## src/deq_pkg.sv

```systemverilog
`timescale 1ns / 1ps

package deq_pkg;

  // Field widths
  localparam int WORD_W   = 32;
  localparam int OP_W     = 2;
  localparam int STATUS_W = 2;
  localparam int COUNT_W  = 5;

  // Operation codes
  typedef enum logic [OP_W-1:0] {
    OP_PUSH_FRONT = 2'd0,
    OP_PUSH_BACK  = 2'd1,
    OP_POP_FRONT  = 2'd2,
    OP_POP_BACK   = 2'd3
  } op_t;

  // Status codes
  typedef enum logic [STATUS_W-1:0] {
    ST_OK    = 2'd0,
    ST_EMPTY = 2'd1,
    ST_FULL  = 2'd2
  } status_t;

  // Classified command handed from the front end to the execution side
  typedef struct packed {
    logic                     is_push;
    logic                     at_front;
    logic signed [WORD_W-1:0] value;
  } cmd_t;

endpackage

```

## src/double_ended_queue_core.sv

```systemverilog
`timescale 1ns / 1ps

// Double-ended queue of signed 32-bit words kept in a ring of DEPTH entries.
// Raise start with in_operation (0 push front, 1 push back, 2 pop front,
// 3 pop back) and in_value; the item is taken on a clock edge where busy is
// low. Every item yields exactly one result, shown for one cycle with
// out_valid high: the popped word (-1 for a push or a pop on an empty
// queue), a status (0 ok, 1 pop on empty, 2 push on full dropped) and the
// entry count after the operation. The receiver cannot stall; results must
// be captured when out_valid is high. Items are taken at one per cycle
// while busy is low: the execution side uses a single ring memory port at
// most once per item, and a two-slot command queue between the decoder and
// the execution side raises busy only when both slots are occupied.
module double_ended_queue_core #(
  parameter int DEPTH = 16
) (
  input  logic                                  clk,
  input  logic                                  rst_n,
  input  logic                                  start,
  output logic                                  busy,
  input  logic [deq_pkg::OP_W-1:0]              in_operation,
  input  logic signed [deq_pkg::WORD_W-1:0]     in_value,
  output logic                                  out_valid,
  output logic signed [deq_pkg::WORD_W-1:0]     out_popped_value,
  output logic [deq_pkg::STATUS_W-1:0]          out_status,
  output logic [deq_pkg::COUNT_W-1:0]           out_count
);

  logic          q_full;
  logic          q_push;
  deq_pkg::cmd_t q_cmd;
  logic          cmd_valid;
  deq_pkg::cmd_t cmd;

  // Accept and classify
  deq_front u_front (
    .start        (start),
    .busy         (busy),
    .in_operation (in_operation),
    .in_value     (in_value),
    .q_full       (q_full),
    .q_push       (q_push),
    .q_cmd        (q_cmd)
  );

  // Command queue between front and back
  deq_cmd_queue u_queue (
    .clk       (clk),
    .rst_n     (rst_n),
    .push      (q_push),
    .push_cmd  (q_cmd),
    .full      (q_full),
    .pop_valid (cmd_valid),
    .pop_cmd   (cmd)
  );

  // Ring execution
  deq_back #(
    .DEPTH (DEPTH)
  ) u_back (
    .clk              (clk),
    .rst_n            (rst_n),
    .cmd_valid        (cmd_valid),
    .cmd              (cmd),
    .out_valid        (out_valid),
    .out_popped_value (out_popped_value),
    .out_status       (out_status),
    .out_count        (out_count)
  );

endmodule

```

## src/deq_front.sv

```systemverilog
`timescale 1ns / 1ps

module deq_front (
  input  logic                                  start,
  output logic                                  busy,
  input  logic [deq_pkg::OP_W-1:0]              in_operation,
  input  logic signed [deq_pkg::WORD_W-1:0]     in_value,
  input  logic                                  q_full,
  output logic                                  q_push,
  output deq_pkg::cmd_t                         q_cmd
);

  deq_pkg::op_t op;

  assign op = deq_pkg::op_t'(in_operation);

  // Hold off new items while the command queue has no room
  assign busy   = q_full;
  assign q_push = start && !q_full;

  // Classify the operation into direction and end
  always_comb begin
    q_cmd.value = in_value;
    unique case (op)
      deq_pkg::OP_PUSH_FRONT: begin
        q_cmd.is_push  = 1'b1;
        q_cmd.at_front = 1'b1;
      end
      deq_pkg::OP_PUSH_BACK: begin
        q_cmd.is_push  = 1'b1;
        q_cmd.at_front = 1'b0;
      end
      deq_pkg::OP_POP_FRONT: begin
        q_cmd.is_push  = 1'b0;
        q_cmd.at_front = 1'b1;
      end
      deq_pkg::OP_POP_BACK: begin
        q_cmd.is_push  = 1'b0;
        q_cmd.at_front = 1'b0;
      end
      default: begin
        q_cmd.is_push  = 1'b0;
        q_cmd.at_front = 1'b0;
      end
    endcase
  end

endmodule

```

## src/deq_cmd_queue.sv

```systemverilog
`timescale 1ns / 1ps

module deq_cmd_queue (
  input  logic          clk,
  input  logic          rst_n,
  input  logic          push,
  input  deq_pkg::cmd_t push_cmd,
  output logic          full,
  output logic          pop_valid,
  output deq_pkg::cmd_t pop_cmd
);

  // Two-slot queue; the execution side drains one slot every cycle it is non-empty
  deq_pkg::cmd_t slot_r [2];
  logic          wr_ptr_r, wr_ptr_nxt;
  logic          rd_ptr_r, rd_ptr_nxt;
  logic [1:0]    fill_r, fill_nxt;
  logic          pop;

  assign full      = (fill_r == 2'd2);
  assign pop_valid = (fill_r != 2'd0);
  assign pop       = pop_valid;
  assign pop_cmd   = slot_r[rd_ptr_r];

  always_comb begin
    wr_ptr_nxt = push ? ~wr_ptr_r : wr_ptr_r;
    rd_ptr_nxt = pop  ? ~rd_ptr_r : rd_ptr_r;
    fill_nxt   = fill_r + {1'b0, push} - {1'b0, pop};
  end

  // Pointers and fill level
  always_ff @(posedge clk) begin
    if (!rst_n) begin
      wr_ptr_r <= 1'b0;
      rd_ptr_r <= 1'b0;
      fill_r   <= 2'd0;
    end else begin
      wr_ptr_r <= wr_ptr_nxt;
      rd_ptr_r <= rd_ptr_nxt;
      fill_r   <= fill_nxt;
    end
  end

  // Payload slots
  always_ff @(posedge clk) begin
    if (push) begin
      slot_r[wr_ptr_r] <= push_cmd;
    end
  end

endmodule

```

## src/deq_back.sv

```systemverilog
`timescale 1ns / 1ps

module deq_back #(
  parameter int DEPTH = 16
) (
  input  logic                                  clk,
  input  logic                                  rst_n,
  input  logic                                  cmd_valid,
  input  deq_pkg::cmd_t                         cmd,
  output logic                                  out_valid,
  output logic signed [deq_pkg::WORD_W-1:0]     out_popped_value,
  output logic [deq_pkg::STATUS_W-1:0]          out_status,
  output logic [deq_pkg::COUNT_W-1:0]           out_count
);

  localparam int IDX_W = $clog2(DEPTH);
  localparam int CNT_W = $clog2(DEPTH + 1);
  localparam int SUM_W = CNT_W + 1;

  // Ring storage, one write or one read per cycle
  logic [deq_pkg::WORD_W-1:0] mem [DEPTH];
  logic [deq_pkg::WORD_W-1:0] rd_data_r;

  logic [IDX_W-1:0] head_r, head_nxt;
  logic [CNT_W-1:0] count_r, count_nxt;

  logic                 out_valid_r;
  deq_pkg::status_t     status_r, status_nxt;
  logic [deq_pkg::COUNT_W-1:0] out_count_r;
  logic                 use_rd_r, use_rd_nxt;

  logic             is_full, is_empty;
  logic [IDX_W-1:0] head_dec, head_inc;
  logic [CNT_W-1:0] offset;
  logic [SUM_W-1:0] tail_sum;
  logic [IDX_W-1:0] tail_pos;
  logic [IDX_W-1:0] addr;
  logic             wr_en, rd_en;
  logic [CNT_W+deq_pkg::COUNT_W-1:0] count_ext;

  assign is_full  = (count_r == CNT_W'(DEPTH));
  assign is_empty = (count_r == '0);

  // Neighbor positions of the head with wrap
  assign head_dec = (head_r == '0) ? IDX_W'(DEPTH - 1) : head_r - 1'b1;
  assign head_inc = (head_r == IDX_W'(DEPTH - 1)) ? '0 : head_r + 1'b1;

  // Back position: first free slot for a push, last entry for a pop
  always_comb begin
    offset   = cmd.is_push ? count_r : count_r - 1'b1;
    tail_sum = SUM_W'(head_r) + SUM_W'(offset);
    if (tail_sum >= SUM_W'(DEPTH)) begin
      tail_pos = IDX_W'(tail_sum - SUM_W'(DEPTH));
    end else begin
      tail_pos = IDX_W'(tail_sum);
    end
  end

  // Execute one command
  always_comb begin
    head_nxt   = head_r;
    count_nxt  = count_r;
    status_nxt = deq_pkg::ST_OK;
    use_rd_nxt = 1'b0;
    wr_en      = 1'b0;
    rd_en      = 1'b0;
    addr       = cmd.at_front ? (cmd.is_push ? head_dec : head_r) : tail_pos;
    if (cmd_valid) begin
      if (cmd.is_push) begin
        if (is_full) begin
          status_nxt = deq_pkg::ST_FULL;
        end else begin
          wr_en     = 1'b1;
          count_nxt = count_r + 1'b1;
          if (cmd.at_front) begin
            head_nxt = head_dec;
          end
        end
      end else begin
        if (is_empty) begin
          status_nxt = deq_pkg::ST_EMPTY;
        end else begin
          rd_en      = 1'b1;
          use_rd_nxt = 1'b1;
          count_nxt  = count_r - 1'b1;
          if (cmd.at_front) begin
            head_nxt = head_inc;
          end
        end
      end
    end
  end

  // Count reported in the result field width
  assign count_ext = {{deq_pkg::COUNT_W{1'b0}}, count_nxt};

  // Ring state and result strobe
  always_ff @(posedge clk) begin
    if (!rst_n) begin
      head_r      <= '0;
      count_r     <= '0;
      out_valid_r <= 1'b0;
    end else begin
      head_r      <= head_nxt;
      count_r     <= count_nxt;
      out_valid_r <= cmd_valid;
    end
  end

  // Result payload
  always_ff @(posedge clk) begin
    status_r    <= status_nxt;
    use_rd_r    <= use_rd_nxt;
    out_count_r <= count_ext[deq_pkg::COUNT_W-1:0];
  end

  // Memory write and registered read
  always_ff @(posedge clk) begin
    if (wr_en) begin
      mem[addr] <= cmd.value;
    end
    if (rd_en) begin
      rd_data_r <= mem[addr];
    end
  end

  assign out_valid        = out_valid_r;
  assign out_status       = status_r;
  assign out_count        = out_count_r;
  assign out_popped_value = use_rd_r ? $signed(rd_data_r) : '1;

endmodule
```

## config.mk

```make
export PLATFORM = sky130hd
export DESIGN_NAME = double_ended_queue_core
export DESIGN_NICKNAME = d
export VERILOG_FILES = /design/src/deq_pkg.sv /design/src/double_ended_queue_core.sv /design/src/deq_front.sv /design/src/deq_cmd_queue.sv /design/src/deq_back.sv
export SDC_FILE = /design/constraint.sdc
export NUM_CORES = 1
export LEC_CHECK = 0
export BUFFER_PORTS_ARGS = -buffer_cell sky130_fd_sc_hd__buf_2
export CORE_MARGIN = 2
export CORE_UTILIZATION = 45
export CTS_CLUSTER_DIAMETER = 120
export DETAILED_ROUTE_END_ITERATION = 16
export GPL_TIMING_DRIVEN = 0
export HOLD_SLACK_MARGIN = 0.15
export SYNTH_ARGS = -nofsm -noshare
export SYNTH_HDL_FRONTEND = slang
export SYNTH_SLANG_ARGS = --single-unit
```

## constraint.sdc

```tcl
create_clock -name clk -period 11.73 [get_ports clk]
set_clock_uncertainty 0.1 [all_clocks]
set_input_delay 3.519 -clock clk [delete_from_list [all_inputs] [get_ports clk]]
set_output_delay 3.519 -clock clk [all_outputs]
set_load 0.03 [all_outputs]
```

==> results.txt, run 1 <==
Status = finished clean
Remaining Overflow, GRT = 0
Worst reg2reg path depth = 16
Net count, final = 2253
Drt drc = 0
Crit path kind = reg -> out
Global placement routability congestion = 0.8297
Peak supply drop = 130.6 µV
Terminus of the critical flop-to-flop path = u_back.mem[7][6]
Critical hold path startpoint = u_queue.fill_r[1]
Most frequent cells in the layout = 612 x edfxtp_1, 272 x nand2_1, 193 x a211oi_1
Crit path buf inv count = 2
I/O Buffers = 77
Cell area after synthesis = 27860 µm²
Number of global-route vias before repair = 18190
Share of cells above drive strength 1 = 0.1689
Hold Buf Count CTS = 0
Routed WL = 77810 µm
First-pass DRT Iterations = 6
Largest net degree at the start of global routing = 25
Num rows = 91
Post-route ant nets = 0
Ports = 78
# H-tree levels = 3
Chip width = 252.8 µm
Clock buffer count from CTS = 68
Fin crit share = 0.5074
Die footprint = 63910 µm²
Final hold violation count = 0
Setup WS post-layout = 5779 ps
Via count = 18360
Hold crit path type = reg -> reg
Crit-path max cell delay = 740 ps
Sequential fraction of the synthesis area = 0.6762
First-pass GRT wire length = 114400 µm
Overall global routing resource usage = 0.2441
Fin. max-slew vios = 0
Worst EP required = 8110 ps
Syn_area_per_cell = 13.89 µm²
Yosys cell types = 41
Dpl cells = 2927
Post-synthesis register bit count = 635
Setup crit start kind = register
DP Worst Slack = 5849 ps
Setup TNS = 0 ps
Critical-path top delay cell = clkbuf_1
DP HPWL = 53420 µm
Max-cap violations = 0
Hold endpoint = u_queue.fill_r[1]
Die Ht = 252.8 µm
Hold depth = 1
Vias per Instance = 6.026
Resized Gates After CTS = 0
CTS tree = yes
Commonest non-fill, non-tap cell in the layout = edfxtp_1
Pleak = 10.20 nW
PwrDens = 179.0 nW/µm²
Synth Instances = 2006
Filler cells = 5134
Root Driver = clkbuf_16
Worst slew pin tran = 1101 ps
Final setup violation count = 0
Worst-Skew Late Latency = 620 ps
Reg2Reg Setup Slack = 5840 ps
Rel. slew slack = 0.2662
DR iter-0 viols = 1887
# diodes = 0
Worst-case clock buffer depth = 3
Cells along the critical path = clkbuf_1 > nand2b_1 > buf_2
Clock slew at reported path FFs = 60 ps
Warning count from the yosys run = 0
Sink Count = 635
Initial Util = 0.4531
Fmax = 168.0 MHz
CP arrival = 2330 ps
PnR Total Power = 5.740 mW
Wire per inst = 25.55 µm
Worst path top cell family by delay = buffers and inverters
Post-CTS setup buffer count = 0
Post-Syn Nets = 2052
Fin crit period = 5951 ps
CORE AREA = 61480 µm²
Unrepaired setup endpoints after global routing = no
Critical path capture point type = output pin
Fin cells = 3046
Initial antenna violation count = 0
Area Growth Syn to Fin = 15.10%
Max Fanout on Critical Path = 10
how the worst max path moves through the flow:
| stage | start | end | depth (start not counted) |
|---|---|---|---|
| 5_1_grt | register | u_back.mem[12][7] | 16 |
| 3_3_place_gp | register | u_back.mem[5][7] | 14 |
| 3_5_place_dp | register | u_back.mem[7][5] | 16 |
| 6_report | u_back.use_rd_r | out_popped_value[7] | 3 |
| 4_1_cts | u_back.use_rd_r | out_popped_value[7] | 3 |
| 2_1_floorplan | register | u_back.mem[6][0] | 14 |
worst reg2reg max path, delay by kind of cell, from the launching register on:
kind	cells	cell delay, ps
AO/OA/AOI/OAI	1	690
adder cells (fa/ha/maj)	2	630
multiplexers	1	380
buffers and inverters	7	2020
flip-flops	1	300
XOR/XNOR	2	370
AND/OR/NAND/NOR	3	1080
cell usage after synthesis, drive strengths merged:
| cell | instances | area share |
|---|---|---|
| a21oi | 142 | 0.026 |
| o211ai | 3 | 0.00081 |
| edfxtp | 612 | 0.66 |
| inv | 11 | 0.0015 |
| a311oi | 128 | 0.040 |
| and2 | 10 | 0.0022 |
| o31ai | 1 | 0.00045 |
| o41ai | 1 | 0.00031 |
| o21ai | 7 | 0.0013 |
| a211oi | 193 | 0.052 |
| xnor2 | 11 | 0.0035 |
| nand2b | 35 | 0.0079 |
| o21a | 2 | 0.00054 |
| or3 | 1 | 0.00022 |
| a31oi | 2 | 0.00045 |
| ha | 8 | 0.0036 |
| mux2i | 4 | 0.0019 |
| xor2 | 1 | 0.00031 |
| mux2 | 195 | 0.079 |
| o31a | 1 | 0.00031 |
| nand2 | 272 | 0.037 |
| nand3 | 6 | 0.0011 |
| fa | 1 | 0.00072 |
| and3 | 3 | 0.00067 |
| dfxtp | 23 | 0.017 |
| buf | 55 | 0.010 |
| nor2 | 14 | 0.0019 |
| a21o | 1 | 0.00027 |
| nor3b | 10 | 0.0027 |
| o311a | 1 | 0.00036 |
| a221oi | 3 | 0.00094 |
| clkbuf | 104 | 0.014 |
| nor3 | 13 | 0.0023 |
| nor2b | 131 | 0.029 |
| or4 | 1 | 0.00027 |
logic make-up after synthesis:
| group | Yosys count | synth area share |
|---|---|---|
| flip-flops | 635 | 0.6762 |
| AND/OR/NAND/NOR | 496 | 0.08534 |
| AO/OA/AOI/OAI | 485 | 0.1235 |
| multiplexers | 199 | 0.08098 |
| buffers and inverters | 170 | 0.02587 |
| XOR/XNOR | 12 | 0.003773 |
| adder cells (fa/ha/maj) | 9 | 0.004312 |
flip-flops by register name, indices dropped and copies added, names as in the netlist, 2 cells and up, named ones only:
| name | count |
|---|---|
| u_back.rd_data_r | 32 |
| u_back.head_r | 4 |
| u_back.out_status | 2 |
| u_queue.slot_r | 68 |
| u_back.count_r | 5 |
| u_back.mem | 512 |
| u_queue.fill_r | 2 |
| u_back.out_count | 5 |
layer usage:
metal,vias up,wire [µm],track usage
met2,786,37510,0.4018
met5,-,0,0
met1,9219,32180,0.3257
met3,161,5284,0.03557
li1,8189,-,-
met4,0,2835,0.1006
layout make-up:
class	count	area, µm²	area share
flip-flops and latches	635	18840	0.5876
multi-input cells	1201	8394	0.2618
clock buffers	80	1810	0.05647
repair buffers	131	1023	0.03192
well taps	790	988.4	0.03083
plain buffers	159	679.4	0.02119
clock inverters	39	286.5	0.008937
inverters	11	41.29	0.001288
through the flow:
step	hold slack, ps	utilization	instance area [µm²]
global placement	385.6	0.4754	29230
floorplan	373.9	-	27860
detailed placement	387.3	0.4874	29970
CTS	417.2	0.5215	32060
finish	416.6	0.5215	32060
global route	436.6	0.5215	32060
power breakdown:
group	internal, mW	total [mW]	switching, mW
logic	0.351	1.10	0.747
registers	2.57	2.58	0.0122
clock network	1.19	2.06	0.873
total	4.11	5.74	1.63
Power figures use the tool's default switching activity.
==> run 2: changes to the inputs <==
- clock period: 11.73 -> 5.1 ns (I/O delays scaled with it)
==> run 2 against run 1 <==
Sequential share of layout area shrank 0.84 points. Hold slack worse by 15 ps. Clock-buffer cell count up 12. Critical path depth grew 12. Cell count increased by 0.36%. Combinational power grew 140%. Die area unchanged. Worst setup slack got worse by 5600 ps. Non-clock buffer count up 12. Register-to-register slack worse by 5700 ps. Global-route usage is 0.55 points higher. Via count up 0.83%.
==> results.txt, run 2 (synthesis results as in run 1) <==
Status = finished clean
Reg2Reg Setup Slack = 180 ps (-5660 ps)
Max-cap violations = 0 (unchanged)
Final hold violation count = 0 (unchanged)
Sink Count = 635 (unchanged)
Number of global-route vias before repair = 18840 (+3.5%)
DP Worst Slack = -785.0 ps (-6634 ps)
Setup WS post-layout = 177.0 ps (-5602 ps)
CTS tree = yes
Pleak = 10.51 nW (+3.0%)
Core Util, Final = 0.5290 (+0.007550)
Hold depth = 1 (unchanged)
I/O Buffers = 77 (unchanged)
Global placement routability congestion = 0.8269 (-0.34%)
First-pass DRT Iterations = 6 (unchanged)
Worst EP required = 5280 ps (-2830 ps)
Worst-case clock buffer depth = 3 (unchanged)
Via count = 18510 (+0.83%)
Filler cells = 5100 (-0.66%)
Unrepaired setup endpoints after global routing = no
Int Pwr = 9.643 mW (+130%)
Top Registers = u_back.mem: 512 flops, u_queue.slot_r: 68 flops, u_back.rd_data_r: 32 flops
Sw Ratio = 0.2812 (-0.003202)
Setup crit start kind = register
CORE AREA = 61480 µm² (unchanged)
Rel. slew slack = 0.3352 (+0.06899)
Worst slew pin tran = 997.1 ps (-103.5 ps)
Max Fanout on Critical Path = 10 (unchanged)
Fin crit period = 4923 ps
Final Instance Area = 32530 µm² (+1.4%)
Vias per Instance = 6.054 (+0.47%)
Clock power frac = 0.364 (+0.005)
# H-tree levels = 3 (unchanged)
Post-route ant nets = 0 (unchanged)
Part of the power in registers = 0.443 (-0.007)
Hold crit path type = reg -> reg
Largest net degree at the start of global routing = 25 (unchanged)
Most frequent cells in the layout = 612 x edfxtp_1, 271 x nand2_1, 193 x a211oi_1
Critical path capture point type = register
Chip width = 252.8 µm (unchanged)
Root Driver = clkbuf_16
Commonest non-fill, non-tap cell in the layout = edfxtp_1
Terminus of the critical flop-to-flop path = u_back.mem[15][8]
Worst-Skew Late Latency = 600 ps (-20 ps)
Initial Util = 0.4531 (unchanged)
Fmax = 203.1 MHz
Clock slew at reported path FFs = 60 ps (about the same)
CP arrival = 5110 ps (+2780 ps)
Clock buffer count from CTS = 69 (+1.5%)
Worst reg2reg path depth = 15 (-1)
Initial antenna violation count = 1 (+1)
First-pass GRT wire length = 117000 µm (+2.3%)
PwrDens = 412.5 nW/µm² (+130%)
Max reg flops = 512 (unchanged)
P_sw = 3.772 mW (+130%)
Hold endpoint = u_queue.fill_r[1]
DR iter-0 viols = 2061 (+9.2%)
DP HPWL = 54230 µm (+1.5%)
Critical hold path startpoint = u_queue.fill_r[1]
Drt drc = 0 (unchanged)
Share of cells above drive strength 1 = 0.1814 (+0.01249)
Ports = 78 (unchanged)
Remaining Overflow, GRT = 0 (unchanged)
Die Ht = 252.8 µm (unchanged)
Fin. max-slew vios = 0 (unchanged)
Fin crit share = 0.9653
Overall global routing resource usage = 0.2495 (+0.005478)
Combinational power share = 0.193 (+0.002)
Num rows = 91 (unchanged)
Routed WL = 79490 µm (+2.1%)
Final setup violation count = 0 (unchanged)
Crit path kind = reg -> reg
Area Growth Syn to Fin = 16.76%
Largest Register = u_back.mem
Net count, final = 2266 (+0.58%)
Die footprint = 63910 µm² (unchanged)
Wire per inst = 26.00 µm (+1.8%)
Hold Buf Count CTS = 0 (unchanged)
Peak supply drop = 259.4 µV (+99%)
Placed Area = 30080 µm² (+0.38%)
-- run 2: changes by cell type in the layout (fill, tap and decap cells not counted), sizes merged --
cell / change
clkinv: -15
clkbuf: +13
buf: +11
bufinv: +3
clkinvlp: -2
diode: +1
-- run 2: stage by stage --
step | hold slack (ps) | TNS (ps) | std cells | total power, mW
finish | 401.3 | 0 | 3057 | 13.42
CTS | 398.8 | 0 | 3049 | 13.46
floorplan | 373.9 | -53000 | 2006 | 7.633
global route | 426.7 | 0 | 3056 | 13.87
detailed placement | 389.4 | -150610 | 2914 | 8.590
global placement | 385.7 | -1207440 | 2873 | 8.483
-- run 2: timing repair --
| item | 4_1_cts | 5_1_grt |
|---|---|---|
| setup endpoints to repair | 361 | 243 |
| buffers inserted | 18 | 7 |
| cloned | 0 | 0 |
| pin swaps | 6 | 1 |
| resized for setup | 14 | 28 |
-- run 2: power groups by stage --
| stage | clock (mW) | sequential, mW | combinational (mW) |
|---|---|---|---|
| after floorplan | 0 | 6.05 | 1.58 |
| after global placement | 0 | 6.05 | 2.43 |
| after detailed placement | 0 | 6.05 | 2.54 |
| after CTS | 4.95 | 5.94 | 2.57 |
| after global routing | 5.15 | 5.94 | 2.77 |
| final | 4.88 | 5.94 | 2.59 |
-- run 2: area by class of cell --
type                       instances  area, µm²  share of cell area
clock buffer                      92       1856             0.05705
timing repair buffer             143       1276             0.03924
clock inverter                    25      300.3            0.009232
sequential                       635      18840              0.5792
antenna                            1      2.502          0.00007693
inverter                          11      41.29            0.001269
buffer                           159      711.9             0.02189
multi-input combinational       1201       8512              0.2617
tap                              790      988.4             0.03039
-- run 2: worst max-delay path, cell delays in order, from the launching register on --
cell and delay, ps:
dfxtp_1 300, buf_4 260, mux2i_2 320, clkbuf_2 290
xnor2_1 150, ha_1 180, inv_1 60, fa_1 670
mux2i_4 400, buf_6 270, buf_4 230, nand2_1 450
nor3_4 330, buf_6 170, buf_8 150, buf_4 230
-- run 2: how the worst max path moves through the flow --
stage / from / to / slack (ps) / depth (start not counted)
final: register / u_back.mem[15][8] / 180 / 15
after floorplan: register / u_back.mem[13][0] / -420 / 14
after global placement: register / u_back.mem[13][10] / -4360 / 14
after CTS: register / u_back.rd_data_r[6] / 3 / 15
after detailed placement: register / u_back.mem[12][8] / -780 / 16
after global routing: register / u_back.mem[0][4] / 10 / 16
-- run 2: routing by layer --
layer | share of wire | vias to the layer above | global-route usage
met5 | 0.00016 | - | 0
met4 | 0.039 | 2 | 0.1084
met3 | 0.067 | 180 | 0.03711
met2 | 0.49 | 725 | 0.4164
met1 | 0.41 | 9396 | 0.3254
li1 | - | 8205 | -
==> run 3: changes to the inputs <==
- ABC_AREA: not set -> 1
- SLEW_MARGIN: not set -> 20
==> run 3 against run 2 <==
Critical path depth rose by 1. Via count rose by 1.1%. Global-route usage grew 1.2 points. Die area is 4.7% lower. Worst setup slack worse by 56 ps. Synthesized cell count increased by 19%. First-iteration DRC count is 5.2% higher. Register-to-register slack worse by 60 ps. Cell count grew 11%. Wire length fell by 0.91%. Flip-flop and latch count unchanged. Synthesized area fell by 4.8%.
==> results.txt, run 3 <==
Fin cells = 3378 (+11%)
PwrDens = 440.1 nW/µm² (+6.7%)
Peak supply drop = 317.1 µV (+22%)
Worst slew pin tran = 1207 ps (+209.9 ps)
Fin. max-slew vios = 0 (unchanged)
Largest net degree at the start of global routing = 23 (-8.0%)
DR iter-0 viols = 2169 (+5.2%)
Leading area contributor after synthesis = edfxtp_1
Chip width = 246.8 µm (-2.4%)
Overall global routing resource usage = 0.2611 (+0.01159)
Critical path capture point type = register
Root Driver = clkbuf_16
Cell area after synthesis = 26520 µm² (-4.8%)
CORE AREA = 58030 µm² (-5.6%)
Clock slew at reported path FFs = 60 ps (about the same)
Hold crit path type = reg -> reg
Routed WL = 78760 µm (-0.91%)
Synth Area in XOR/XNOR = 0.003302 (-0.0004706)
Via count = 18710 (+1.1%)
CTS tree = yes
Cells along the critical path = buf_4 > inv_2 > nand2_2 > nand2_2 > buf_4 > xor2_1 > ha_1 > inv_1 > fa_1 > inv_1 > o21ai_4 > buf_2 > buf_2 > nand4_1 > nor2_4 > buf_16
Synth area leaders = edfxtp_1 69%, nand2_1 14%, nand3_1 8.8%
Post-synth EDFFs = 612 (unchanged)
Clock buffer count from CTS = 67 (-2.9%)
CP arrival = 5170 ps (+60 ps)
Fin crit share = 0.9763 (+0.01100)
First-pass GRT wire length = 114900 µm (-1.9%)
Commonest non-fill, non-tap cell in the layout = nand2_1
Num rows = 88 (-3.3%)
Synth Instances = 2385 (+19%)
Die footprint = 60900 µm² (-4.7%)
Max reg flops = 512 (unchanged)
Status = finished clean
Vias per Instance = 5.537 (-8.5%)
# diodes = 0 (-1)
Sink Count = 635 (unchanged)
Hold Buf Count CTS = 0 (unchanged)
Setup crit start kind = register
Dpl cells = 3249 (+11%)
Final Instance Area = 30760 µm² (-5.4%)
First-pass DRT Iterations = 6 (unchanged)
Warning count from the yosys run = 0 (unchanged)
Dominant synthesized flop cell = edfxtp_1
Final setup violation count = 0 (unchanged)
Max Fanout on Critical Path = 16 (+6)
Final hold violation count = 0 (unchanged)
Largest family of logic cells by synthesized area = simple AND/OR/NAND/NOR gates
Die Ht = 246.8 µm (-2.4%)
Pleak = 12.02 nW (+14%)
Max-cap violations = 0 (unchanged)
I/O Buffers = 77 (unchanged)
Post-synthesis register bit count = 635 (unchanged)
Synth top area share = 0.6929 (+0.03321)
Fmax = 200.8 MHz (-1.1%)
Ports = 78 (unchanged)
Post-synthesis simple-gate area fraction = 0.2339 (+0.1486)
Most common cell in the netlist = nand2_1
Ys async rst share = 0 (unchanged)
Post-Synth Adder-Cell Area = 0.004529 (+0.0002170)
Rel. slew slack = 0.1953 (-0.1399)
DP HPWL = 51230 µm (-5.5%)
Sequential fraction of the synthesis area = 0.7103 (+0.03404)
Initial antenna violation count = 0 (-1)
Worst EP required = 5290 ps (about the same)
Crit-path max cell delay = 510 ps (-160 ps)
Post-synthesis mux area share = 0 (-0.08098)
Largest Register = u_back.mem
# H-tree levels = 3 (unchanged)
Drt drc = 0 (unchanged)
Worst-Skew Late Latency = 610 ps (about the same)
Global placement routability congestion = 0.8618 (+4.2%)
Worst-case clock buffer depth = 3 (unchanged)
Synth Area in Compound Gates = 0.007124 (-0.1163)
Area Growth Syn to Fin = 15.99%
Syn_area_per_cell = 11.12 µm² (-20%)
Remaining Overflow, GRT = 0 (unchanged)
Wire per inst = 23.32 µm (-10%)
Net count, final = 2613 (+15%)
Share of cells above drive strength 1 = 0.1282 (-0.05317)
Post-Syn Nets = 2431 (+18%)
Top Registers = u_back.mem: 512 flops, u_queue.slot_r: 68 flops, u_back.rd_data_r: 32 flops
Most frequent cells in the layout = 975 x nand2_1, 612 x edfxtp_1, 466 x nand3_1
Placed Area = 28520 µm² (-5.2%)
Number of global-route vias before repair = 18010 (-4.4%)
Critical-path top delay cell = nand4_1
Post-route ant nets = 0 (unchanged)
Initial Util = 0.4571 (+0.003995)
Yosys cell types = 32 (-22%)
Crit path kind = reg -> reg
Most common library cells after synthesis = 975 x nand2_1, 612 x edfxtp_1, 466 x nand3_1, 79 x buf_2, 62 x inv_1
Fin crit period = 4979 ps (+56.10 ps)
## run 3: power breakdown
| group | switching (mW) | internal, mW |
|---|---|---|
| Sequential | 0.0302 | 5.94 |
| Combinational | 2.15 | 0.771 |
| Clock | 1.96 | 2.69 |
| Total | 4.14 | 9.40 |
## run 3: worst max-delay path, delay by kind of cell (launching register included)
kind                     cells  cell delay [ps]
AND/OR/NAND/NOR              4             1220
flip-flops                   1              290
XOR/XNOR                     1              210
AO/OA/AOI/OAI                1              410
adder cells (fa/ha/maj)      2              700
buffers and inverters        8             1660
## run 3: area by class of cell
type	count	area, µm²
plain buffers	143	827.0
clock buffers	88	1808
clock inverters	27	225.2
fillers	4934	27260
inverters	68	255.2
multi-input cells	1539	6751
flip-flops and latches	635	18840
well taps	765	957.2
repair buffers	113	1101
## run 3: stage by stage
stage	total power, mW	setup TNS (ps)	util	setup slack (ps)	hold slack (ps)
6_report	13.54	0	0.5302	120.9	342.4
5_1_grt	14.05	-34.05	0.5302	-9.022	368.2
4_1_cts	13.55	0	0.5278	90.24	348.5
3_5_place_dp	8.941	-12070	0.4915	-232.9	340.7
3_3_place_gp	8.862	-935020	0.4802	-2166	330.0
2_1_floorplan	7.818	0	-	712.3	323.1
## run 3: logic make-up (layout without fill, tap and decap cells)
| kind of cell | after synthesis | in the layout |
|---|---|---|
| adders and majority gates | 9 | 9 |
| AOI/OAI and AO/OA | 31 | 31 |
| xor gates and xnor gates | 10 | 10 |
| DFF | 635 | 635 |
| buffers and inverters | 211 | 439 |
| and+or+nand+nor | 1489 | 1489 |
## run 3: what timing repair did
action,CTS,global route
pin swaps,4,8
buffers inserted,4,10
resized for setup,1,0
setup endpoints to repair,123,131
## run 3: final timing paths
| check | start | endpoint | slack (ps) | cells after the start |
|---|---|---|---|---|
| worst max-delay path | register | u_back.mem[1][18] | 120 | 16 |
| worst min-delay path | u_queue.fill_r[1] | u_queue.fill_r[1] | 340 | 2 |
| worst max register to register | register | u_back.mem[1][18] | 120 | 16 |
| worst min register to register | u_queue.fill_r[1] | u_queue.fill_r[1] | 340 | 2 |
## run 3: routing by layer
metal | share of wire | global-route usage | vias to the layer above | wire length, µm
met4 | 0.037 | 0.1091 | 0 | 2952
li1 | - | - | 8527 | -
met3 | 0.087 | 0.04743 | 154 | 6852
met2 | 0.47 | 0.4162 | 918 | 36810
met5 | 0 | 0 | - | 0
met1 | 0.41 | 0.3537 | 9106 | 32140
